[config.mk]
export PLATFORM = sky130hd
export DESIGN_NAME = base32_lowercase_decoder
export DESIGN_NICKNAME = d
export VERILOG_FILES = /design/src/design/b32d_pkg.sv /design/src/design/b32d_result_fifo.sv /design/src/design/base32_lowercase_decoder.sv
export SDC_FILE = /design/constraint.sdc
export NUM_CORES = 1
export LEC_CHECK = 0
export BUFFER_PORTS_ARGS = -buffer_cell sky130_fd_sc_hd__buf_2
export CORE_MARGIN = 1
export CORE_UTILIZATION = 30
export DETAILED_ROUTE_END_ITERATION = 16
export HOLD_SLACK_MARGIN = 0.02
export MAX_ROUTING_LAYER = met4
export PLACE_DENSITY = 0.46
export SKIP_CTS_REPAIR_TIMING = 1
export SYNTH_ARGS = -nofsm -noshare
export SYNTH_HDL_FRONTEND = slang
export SYNTH_SLANG_ARGS = --single-unit
[constraint.sdc]
create_clock -name clk_i -period 3.6 [get_ports clk_i]
set_input_delay 0.72 -clock clk_i [delete_from_list [all_inputs] [get_ports clk_i]]
set_output_delay 0.72 -clock clk_i [all_outputs]
set_load 0.02 [all_outputs]
[src/design/b32d_pkg.sv]
// Shared types, codes and the character decode function of the base32 decoder.
// No dependencies.
package b32d_pkg;

  typedef enum logic [1:0] {
    ST_OK       = 2'd0,
    ST_BAD_CHAR = 2'd1,
    ST_TRAIL    = 2'd2
  } status_e;

  // One result item as it travels through the output queue.
  typedef struct packed {
    logic [7:0] out_byte;
    logic       byte_valid;
    logic       finished;
    status_e    status;
  } result_t;

  // Results produced by one accepted item, in order.
  typedef struct packed {
    logic [1:0] count;
    result_t    first;
    result_t    second;
  } push_t;

  localparam logic [7:0] CharA     = 8'h61;
  localparam logic [7:0] CharZ     = 8'h7a;
  localparam logic [7:0] CharTwo   = 8'h32;
  localparam logic [7:0] CharSeven = 8'h37;
  localparam logic [7:0] DigitBase = 8'd26;

  // Returns {valid, value}: the 5-bit value of a lowercase base32 character.
  function automatic logic [5:0] sym_decode(logic [7:0] c);
    logic [7:0] d;
    d = 8'd0;
    if (c >= CharA && c <= CharZ) begin
      d = c - CharA;
      return {1'b1, d[4:0]};
    end
    if (c >= CharTwo && c <= CharSeven) begin
      d = c - CharTwo + DigitBase;
      return {1'b1, d[4:0]};
    end
    return 6'd0;
  endfunction

endpackage

[src/design/b32d_result_fifo.sv]
// Four-entry result queue that takes up to two results per cycle and gives one.
// Depends on b32d_pkg for result_t and push_t.
module b32d_result_fifo
  import b32d_pkg::*;
(
  input  logic    clk_i,
  input  logic    rst_ni,
  input  push_t   push_i,
  output logic    room_o,
  output logic    out_valid_o,
  input  logic    out_ready_i,
  output result_t out_o
);

  localparam int Depth = 4;

  result_t    mem_q [Depth];
  logic [1:0] wr_ptr_q, wr_ptr_d;
  logic [1:0] rd_ptr_q, rd_ptr_d;
  logic [2:0] count_q, count_d;
  logic       pop;

  // Room for two more results keeps a double-result item from overflowing.
  assign room_o      = count_q <= 3'(Depth - 2);
  assign out_valid_o = count_q != 3'd0;
  assign out_o       = mem_q[rd_ptr_q];
  assign pop         = out_valid_o && out_ready_i;

  // Pointer and fill count updates.
  always_comb begin
    wr_ptr_d = wr_ptr_q + push_i.count;
    rd_ptr_d = rd_ptr_q + {1'b0, pop};
    count_d  = count_q + {1'b0, push_i.count} - {2'b00, pop};
  end

  always_ff @(posedge clk_i or negedge rst_ni) begin
    if (!rst_ni) begin
      wr_ptr_q <= '0;
      rd_ptr_q <= '0;
      count_q  <= '0;
    end else begin
      wr_ptr_q <= wr_ptr_d;
      rd_ptr_q <= rd_ptr_d;
      count_q  <= count_d;
    end
  end

  // Result storage; the second result lands just after the first.
  always_ff @(posedge clk_i) begin
    if (push_i.count != 2'd0) begin
      mem_q[wr_ptr_q] <= push_i.first;
    end
    if (push_i.count == 2'd2) begin
      mem_q[wr_ptr_q + 2'd1] <= push_i.second;
    end
  end

endmodule

[src/design/base32_lowercase_decoder.sv]
// Channel  | Direction | Handshake              | Payload
// ---------+-----------+------------------------+------------------------------------------
// input    | in        | in_valid_i/in_ready_o  | symbol_i, last_symbol_i
// output   | out       | out_valid_o/out_ready_i| out_byte_o, byte_valid_o, finished_o, status_o
//
// Each transfer on the input is decoded in the cycle it is accepted and its results
// (zero, one or two) are written into a four-entry result queue, so one character per
// cycle is taken while each yields at most one result and the output does not stall.
// A character that gives both a byte and a final status yields two results, which leave
// one at a time. Input ready is high while the queue has room for two results. Reset
// clears the accumulator, the discard flag and the queue; no clearing pass is needed.
// Depends on b32d_pkg and b32d_result_fifo.
module base32_lowercase_decoder
  import b32d_pkg::*;
(
  input  logic       clk_i,
  input  logic       rst_ni,
  input  logic       in_valid_i,
  output logic       in_ready_o,
  input  logic [7:0] symbol_i,
  input  logic       last_symbol_i,
  output logic       out_valid_o,
  input  logic       out_ready_i,
  output logic [7:0] out_byte_o,
  output logic       byte_valid_o,
  output logic       finished_o,
  output logic [1:0] status_o
);

  logic [6:0]  bits_q, bits_d;
  logic [2:0]  cnt_q, cnt_d;
  logic        disc_q, disc_d;
  logic        accept;
  logic [5:0]  dec;
  logic [3:0]  sum_cnt;
  logic [2:0]  new_cnt;
  logic [11:0] acc;
  logic [11:0] shifted;
  logic [7:0]  mask;
  logic [6:0]  new_bits;
  logic        room;
  push_t       push;
  result_t     res;
  result_t     byte_res;
  result_t     stat_res;

  assign in_ready_o = room;
  assign accept     = in_valid_i && in_ready_o;

  // Decode the character and append its value to the accumulator.
  always_comb begin
    dec      = sym_decode(symbol_i);
    sum_cnt  = {1'b0, cnt_q} + 4'd5;
    acc      = {bits_q, dec[4:0]};
    new_cnt  = (sum_cnt >= 4'd8) ? 3'(sum_cnt - 4'd8) : sum_cnt[2:0];
    shifted  = acc >> new_cnt;
    mask     = (8'd1 << new_cnt) - 8'd1;
    new_bits = acc[6:0] & mask[6:0];
  end

  // Build the results of this transfer and the next accumulator state.
  always_comb begin
    byte_res            = '0;
    byte_res.out_byte   = shifted[7:0];
    byte_res.byte_valid = 1'b1;
    byte_res.status     = ST_OK;
    stat_res            = '0;
    stat_res.finished   = 1'b1;
    stat_res.status     = ST_OK;
    push                = '0;
    push.first          = byte_res;
    push.second         = stat_res;
    bits_d              = bits_q;
    cnt_d               = cnt_q;
    disc_d              = disc_q;
    if (accept) begin
      if (disc_q) begin
        // Swallow the rest of a bad text until its last character.
        if (last_symbol_i) begin
          disc_d = 1'b0;
          bits_d = '0;
          cnt_d  = '0;
        end
      end else if (!dec[5]) begin
        // Invalid character closes the text at once.
        stat_res.status = ST_BAD_CHAR;
        push.count      = 2'd1;
        push.first      = stat_res;
        disc_d          = !last_symbol_i;
        bits_d          = '0;
        cnt_d           = '0;
      end else begin
        bits_d = new_bits;
        cnt_d  = new_cnt;
        if (last_symbol_i) begin
          stat_res.status = (new_bits != 7'd0) ? ST_TRAIL : ST_OK;
          bits_d          = '0;
          cnt_d           = '0;
        end
        if (sum_cnt >= 4'd8) begin
          push.first  = byte_res;
          push.second = stat_res;
          push.count  = last_symbol_i ? 2'd2 : 2'd1;
        end else if (last_symbol_i) begin
          push.first = stat_res;
          push.count = 2'd1;
        end
      end
    end
  end

  always_ff @(posedge clk_i or negedge rst_ni) begin
    if (!rst_ni) begin
      bits_q <= '0;
      cnt_q  <= '0;
      disc_q <= 1'b0;
    end else begin
      bits_q <= bits_d;
      cnt_q  <= cnt_d;
      disc_q <= disc_d;
    end
  end

  // Result queue parts the two sides of the block.
  b32d_result_fifo u_fifo (
    .clk_i       (clk_i),
    .rst_ni      (rst_ni),
    .push_i      (push),
    .room_o      (room),
    .out_valid_o (out_valid_o),
    .out_ready_i (out_ready_i),
    .out_o       (res)
  );

  assign out_byte_o   = res.out_byte;
  assign byte_valid_o = res.byte_valid;
  assign finished_o   = res.finished;
  assign status_o     = res.status;

endmodule

# Word level (Yosys, flattened, before mapping)
# Memories as Yosys holds them, arrays and structs flattened.
# Cells that the tools add are included.
[totals] register_bits=18 ram_bits=48 out_inout_bits=14 inputBits=13 memories=1 word_cells=71
[classes] n_shift=2 order_cmp=6 n_bitwise=1 n_reduce_logical=9 eq_ne=2 addsub=11 n_mux=33
[mem_list] name="u_fifo.mem_q" words=4 word_bits=12 read_ports=1 rd_clocked_by_memory_dff=0 wr=2 line="b32d_result_fifo.sv:17" source="result_t mem_q [Depth];"
[ops] operator="two-way mux 26 bit" n=2
[ops] operator="two-way mux 14 bit" n=2
[ops] operator="two-way mux 7 bit" n=4
[ops] operator="two-way mux 6 bit" n=4
[ops] operator="two-way mux 3 bit" n=5
[ops] operator="two-way mux 13 bit" n=1
[ops] operator="right shift 12 x 3 -> 8 bit" n=1
[ops] operator="two-way mux 1 bit" n=10
[ops] operator="two-way mux 2 bit" n=5
[ops] operator=">= comparator 8 x 6 -> 1 bit (second input constant)" n=1
[ops] operator=">= comparator 8 x 7 -> 1 bit (second input constant)" n=1
[ops] operator="less-or-equal comparator 8 x 6 -> 1 bit (second input constant)" n=1
[ops] operator="less-or-equal comparator 8 x 7 -> 1 bit (second input constant)" n=1
[ops] operator="bitwise AND 7 bit" n=1
[ops] operator="nonzero test 7 bit" n=1
[ops] operator="<< shifter 1 x 3 -> 7 bit (first input constant)" n=1
[ops] operator="subtractor 7 x 1 -> 7 bit (second input constant)" n=1
[ops] operator="adder 5 bit (second input constant)" n=1
[ops] operator="subtractor 5 x 1 -> 5 bit (second input constant)" n=1
[ops] operator="subtractor 5 bit (second input constant)" n=1
[ops] operator="adder 3 x 3 -> 4 bit (second input constant)" n=1
[ops] operator=">= comparator 4 bit (second input constant)" n=1
[ops] operator="logical AND 1 bit" n=4
[ops] operator="adder 3 x 2 -> 3 bit" n=1
[ops] operator="other kinds (12)" n=12

# Logic depth before layout (Yosys ltp)
[depth] word_depth=18 depth_mapped=13 mapped_depth_nobuf=12

# Modules after synthesis
# From an unflattened synthesis, not the netlist that was laid out.
[hier_totals] cells_unflattened=353 hier_area_um2=4434.3
[by_module_without_submodules] mod="b32d_result_fifo" instances=1 cells_each=155 area_each_um2=2944.1
[by_module_without_submodules] mod="base32_lowercase_decoder" instances=1 cells_each=198 area_each_um2=1490.2

# Worst setup path after synthesis
# Ideal clock, no wire load.
[synth_path] path_kind="input port to flip-flop" startpoint="input port symbol_i[0]" endpoint="register u_fifo.count_q[2]" setup_time_ps=123 required_time_ps=3477 cell_stages=12 setup_slack_ps=325 t_arrival_ps=3152 path_cell_list="inv_1 ha_1 or3b_4 nor3_4 o31a_1 buf_2 nor2_1 nand2_1 ha_1 fa_1 xor2_1 xnor2_1"
[synth_via] elab_chain_cells=11 elab_cells_between_ends=17
[synth_lines] element="start: declaration" line="base32_lowercase_decoder.sv:20" source="input logic [7:0] symbol_i,"
[synth_lines] element=">= comparator 8 x 6 -> 1 bit / less-or-equal comparator 8 x 6 -> 1 bit (equally long branches)" line="b32d_pkg.sv:40" source="if (c >= CharTwo && c <= CharSeven) begin"
[synth_lines] element="logical AND 1 bit" line="b32d_pkg.sv:40"
[synth_lines] element="two-way mux 1 bit (2 in a row)" line="b32d_pkg.sv:40"
[synth_lines] element="two-way mux 6 bit" line="b32d_pkg.sv:44" source="return 6'd0;"
[synth_lines] element="two-way mux 6 bit (*)" line="b32d_pkg.sv:40"
[synth_lines] element="two-way mux 14 bit (*)" line="base32_lowercase_decoder.sv:84" source="end else if (!dec[5]) begin"
[synth_lines] element="two-way mux 26 bit (*)" line="base32_lowercase_decoder.sv:77" source="if (disc_q) begin"
[synth_lines] element="two-way mux 26 bit (*)" line="base32_lowercase_decoder.sv:76" source="if (accept) begin"
[synth_lines] element="adder 3 x 2 -> 3 bit (*)" line="b32d_result_fifo.sv:33" source="count_d = count_q + {1'b0, push_i.count} - {2'b00, pop};"
[synth_lines] element="subtractor 3 x 1 -> 3 bit (*)" line="b32d_result_fifo.sv:33"
[synth_lines] element="via u_fifo.count_d[2]" line="b32d_result_fifo.sv:20" source="logic [2:0] count_q, count_d;"
[synth_lines] element="end signal: assignment" line="b32d_result_fifo.sv:44" source="count_q <= count_d;"
[synth_lines] element="end: declaration" line="b32d_result_fifo.sv:20"
# Mark *: on every way through the listed nets, which the timed path passes. The rest lies on a longest branch. The select of a mux whose other input is x is not followed.
# A chain may end at the register's enable or synchronous reset.

==> flow_summary.toml <==
[outcome]
status = "complete, no violations"

[place]
gp_congestion = 0.854
place_ws_ns = 0.228
io_buffers = 26
dp_hpwl_um = 7230

[critical_path]
worstSetupStartpoint = "cnt_q[1]$_DFFE_PN0P_"
path_max_fanout = 6
cp_data_arrival_time_ns = 3.24
r2r_cells = 10
cp-end-kind = "flop"
cp_num_buf_inv = 0
reg2reg_to = "u_fifo.mem_q[1][1]$_DFFE_PP_"
r2r_start = "cnt_q[1]$_DFFE_PN0P_"
crit_chain = "ha_1 > xor2_1 > nand2_1 > ha_1 > nor4b_1 > o311a_1 > a2111oi_2 > nand2_1 > o311ai_2 > nor3_1"
crit_slowest_cell = "o311ai_2"
cp.required_ns = 3.67
startpoint_type = "flop"
r2r_slack_ns = 0.43
path_depth = 10
slowest_delay_ns = 0.45
crit_type = "reg -> reg"
endpoint = "u_fifo.mem_q[1][1]$_DFFE_PP_"
cpLargestDelayFamily = "compound AO/OA/AOI/OAI gates"

[sta]
slew_headroom = 0.529
period_share = 0.881
setup_ws_ns = 0.428
max_freq_ghz = 0.315
drv_slew = 0
setup-violations-final = 0
period_minus_slack_ns = 3.17
grt_setup_unrepaired = "no"
tns_ns = 0
worst_pin_slew_ns = 0.706
skew_ns = 0.00490
hold_viol = 0

[die]
core_area_um2 = 12200
num_rows = 40
initial_core_util = 0.312
die_y_um = 114
die_x_um = 114
die_area_um2 = 13100
io_pins = 27

[detailed_routing]
highest_layer = "met4"
wl_met2_um = 4720
vias_per_cell = 5.24
vias = 3079
wl_met3_um = 319
dr.pass1.iters = 4
wl_per_cell_um = 17.0
routed_wl_um = 9980
drt-initial-drc-count = 172
drt-met1-wl_um = 4840
final_antenna_net_count = 0
drc_errors = 0

[logic_synthesis]
synthMuxAreaShare = 0.108
yosys.area_share.simple = 0.127
avgSynthCellArea_um2 = 9.96
synth_adder_area_share = 0.0613
synth_top_family_by_area = "compound AO/OA/AOI/OAI gates"
synth_seq_cells = 66
synth-xor-area-share = 0.0254
synth_cells = 381
synth_edf_count = 4
synth_cell_types = 65
synth-compound-area-share = 0.251
async_reset_ff_frac = 0.273
yosysSeqAreaShare = 0.382
netlist_area_um2 = 3800
synth_nets = 412
yosysWarnings = 0
synth_flop_cell = "dfxtp_1"

[finish]
final_common_cell = "dfxtp_1"
layout_common_cells = "44 x dfxtp_1, 32 x nand2_1, 26 x buf_2"
drive_above_1_share = 0.207
areaGrowthSynthToFinish_pct = 18.3
fin_util = 0.369
antenna_cells = 0
fill_cells = 1231
final_nets = 446

[global_route]
antenna_found_initial = 0
grt_pass1_wl_um = 16800
grt_max_degree = 19
grt_pass1_vias = 3079
grt_overflow = 0
grt_usage = 0.172

[pwr]
leakage_uw = 0.00181
vdd_ir_drop_max_v = 0.000195
power.density_nw_per_um2 = 631

[clock_network]
clk_pin_slew_worst_paths_ns = 0.06
cts_buffer_depth = 2
htreeDepth = 3
clk-insertion-delay-late_ns = 0.33
cts_root_buf = "clkbuf_16"
cts.sinks = 66
tritoncts = "built"
cts_buffers = 9

[job]
drv_cap = 0

[hold_path]
hold_path_class = "in -> async"
-- cell usage after synthesis (all sizes together) (2+ instances only) --
cell	instances	area, um^2
nand2	32	120
a22o	9	78.8
ha	17	213
and2	6	37.5
dfxtp	44	881
a21boi	3	22.5
o32ai	2	17.5
clkbuf	14	52.6
mux4	12	270
a32oi	4	35.0
nor3	8	56.3
nor2b	4	25.0
mux2i	13	130
nor2	23	88.8
a21oi	9	52.6
o21ai	20	100
o2111ai	3	26.3
o21a	4	30.0
xor2	6	52.6
o31ai	7	62.6
o2bb2ai	10	87.6
dfrtp	18	450
o22ai	2	12.5
a21o	4	30.0
inv	22	82.6
nand2b	4	25.0
nand3	6	30.0
edfxtp	4	120
a2bb2oi	2	17.5
buf	8	36.3
nor4b	3	32.5
o211a	2	20.0
a31oi	9	56.3
a211o	2	17.5
or3	2	12.5
a32o	13	130
xnor2	5	43.8
a211oi	3	22.5
o211ai	4	30.0
-- flip-flops by register name, summed over array words and instances, names as in the netlist --
| register | cells |
|---|---|
| u_fifo.rd_ptr_q | 2 |
| bits_q | 7 |
| u_fifo.count_q | 3 |
| disc_q | 1 |
| u_fifo.mem_q | 48 |
| cnt_q | 3 |
| u_fifo.wr_ptr_q | 2 |
-- metal layers --
layer | vias up | track usage
li1 | 1520 | -
met2 | 37 | 0.267
met1 | 1513 | 0.228
met3 | 9 | 0.0397
met5 | - | -
met4 | 0 | 0.0364
-- final cells by class --
cell class	count	area, um^2	share of cell area
multi-input combinational	271	2170	0.484
sequential	66	1450	0.323
timing repair buffer	45	273	0.0607
clock buffer	9	225	0.0501
tap	168	210	0.0468
inverter	22	82.6	0.0184
clock inverter	7	76.3	0.0170
-- worst min-delay path by stage --
stage          depth (start not counted)                         endpoint                       startpoint  slack [ns]
2_1_floorplan                          0            bits_q[0]$_DFFE_PN0P_                           rst_ni        0.42
3_3_place_gp                           2  u_fifo.mem_q[3][6]$_SDFFE_PP0P_  u_fifo.mem_q[3][6]$_SDFFE_PP0P_        0.43
3_5_place_dp                           2  u_fifo.mem_q[1][5]$_SDFFE_PP0P_  u_fifo.mem_q[1][5]$_SDFFE_PP0P_        0.44
4_1_cts                                1     u_fifo.wr_ptr_q[0]$_DFF_PN0_                           rst_ni        0.35
5_1_grt                                1      u_fifo.count_q[2]$_DFF_PN0_                           rst_ni        0.36
6_report                               1      u_fifo.count_q[2]$_DFF_PN0_                           rst_ni        0.33
-- worst reg2reg max path, cell delays in order, from the launching register on --
cell       delay (ns)
dfrtp_1          0.44
ha_1             0.26
xor2_1           0.31
nand2_1          0.17
ha_1             0.27
nor4b_1          0.17
o311a_1          0.32
a2111oi_2        0.31
nand2_1          0.11
o311ai_2         0.45
nor3_1           0.10
-- power by group --
| part | leakage (uW) | internal [uW] | switching (uW) | total [uW] |
|---|---|---|---|---|
| logic | 0.00103 | 391 | 576 | 966 |
| registers | 0.000629 | 857 | 123 | 980 |
| clock network | 0.000151 | 542 | 344 | 886 |
-- cell families after synthesis --
kind of cell,count (synthesis)
AO/OA/AOI/OAI,121
XOR/XNOR,11
adder cells (fa/ha/maj),18
buffers and inverters,44
flip-flops,66
multiplexers,26
AND/OR/NAND/NOR,95
-- per-stage QoR --
stage | hold slack, ns | instances | total power (uW) | instance area, um^2
after detailed placement | 0.443 | 572 | 1970 | 4190
after floorplan | 0.420 | 381 | 1660 | 3800
after CTS | 0.346 | 588 | 2870 | 4490
after global placement | 0.431 | 572 | 1970 | 4190
after global routing | 0.358 | 588 | 3030 | 4490
final | 0.332 | 588 | 2830 | 4490
No activity file was read; power rests on OpenSTA's default activity.
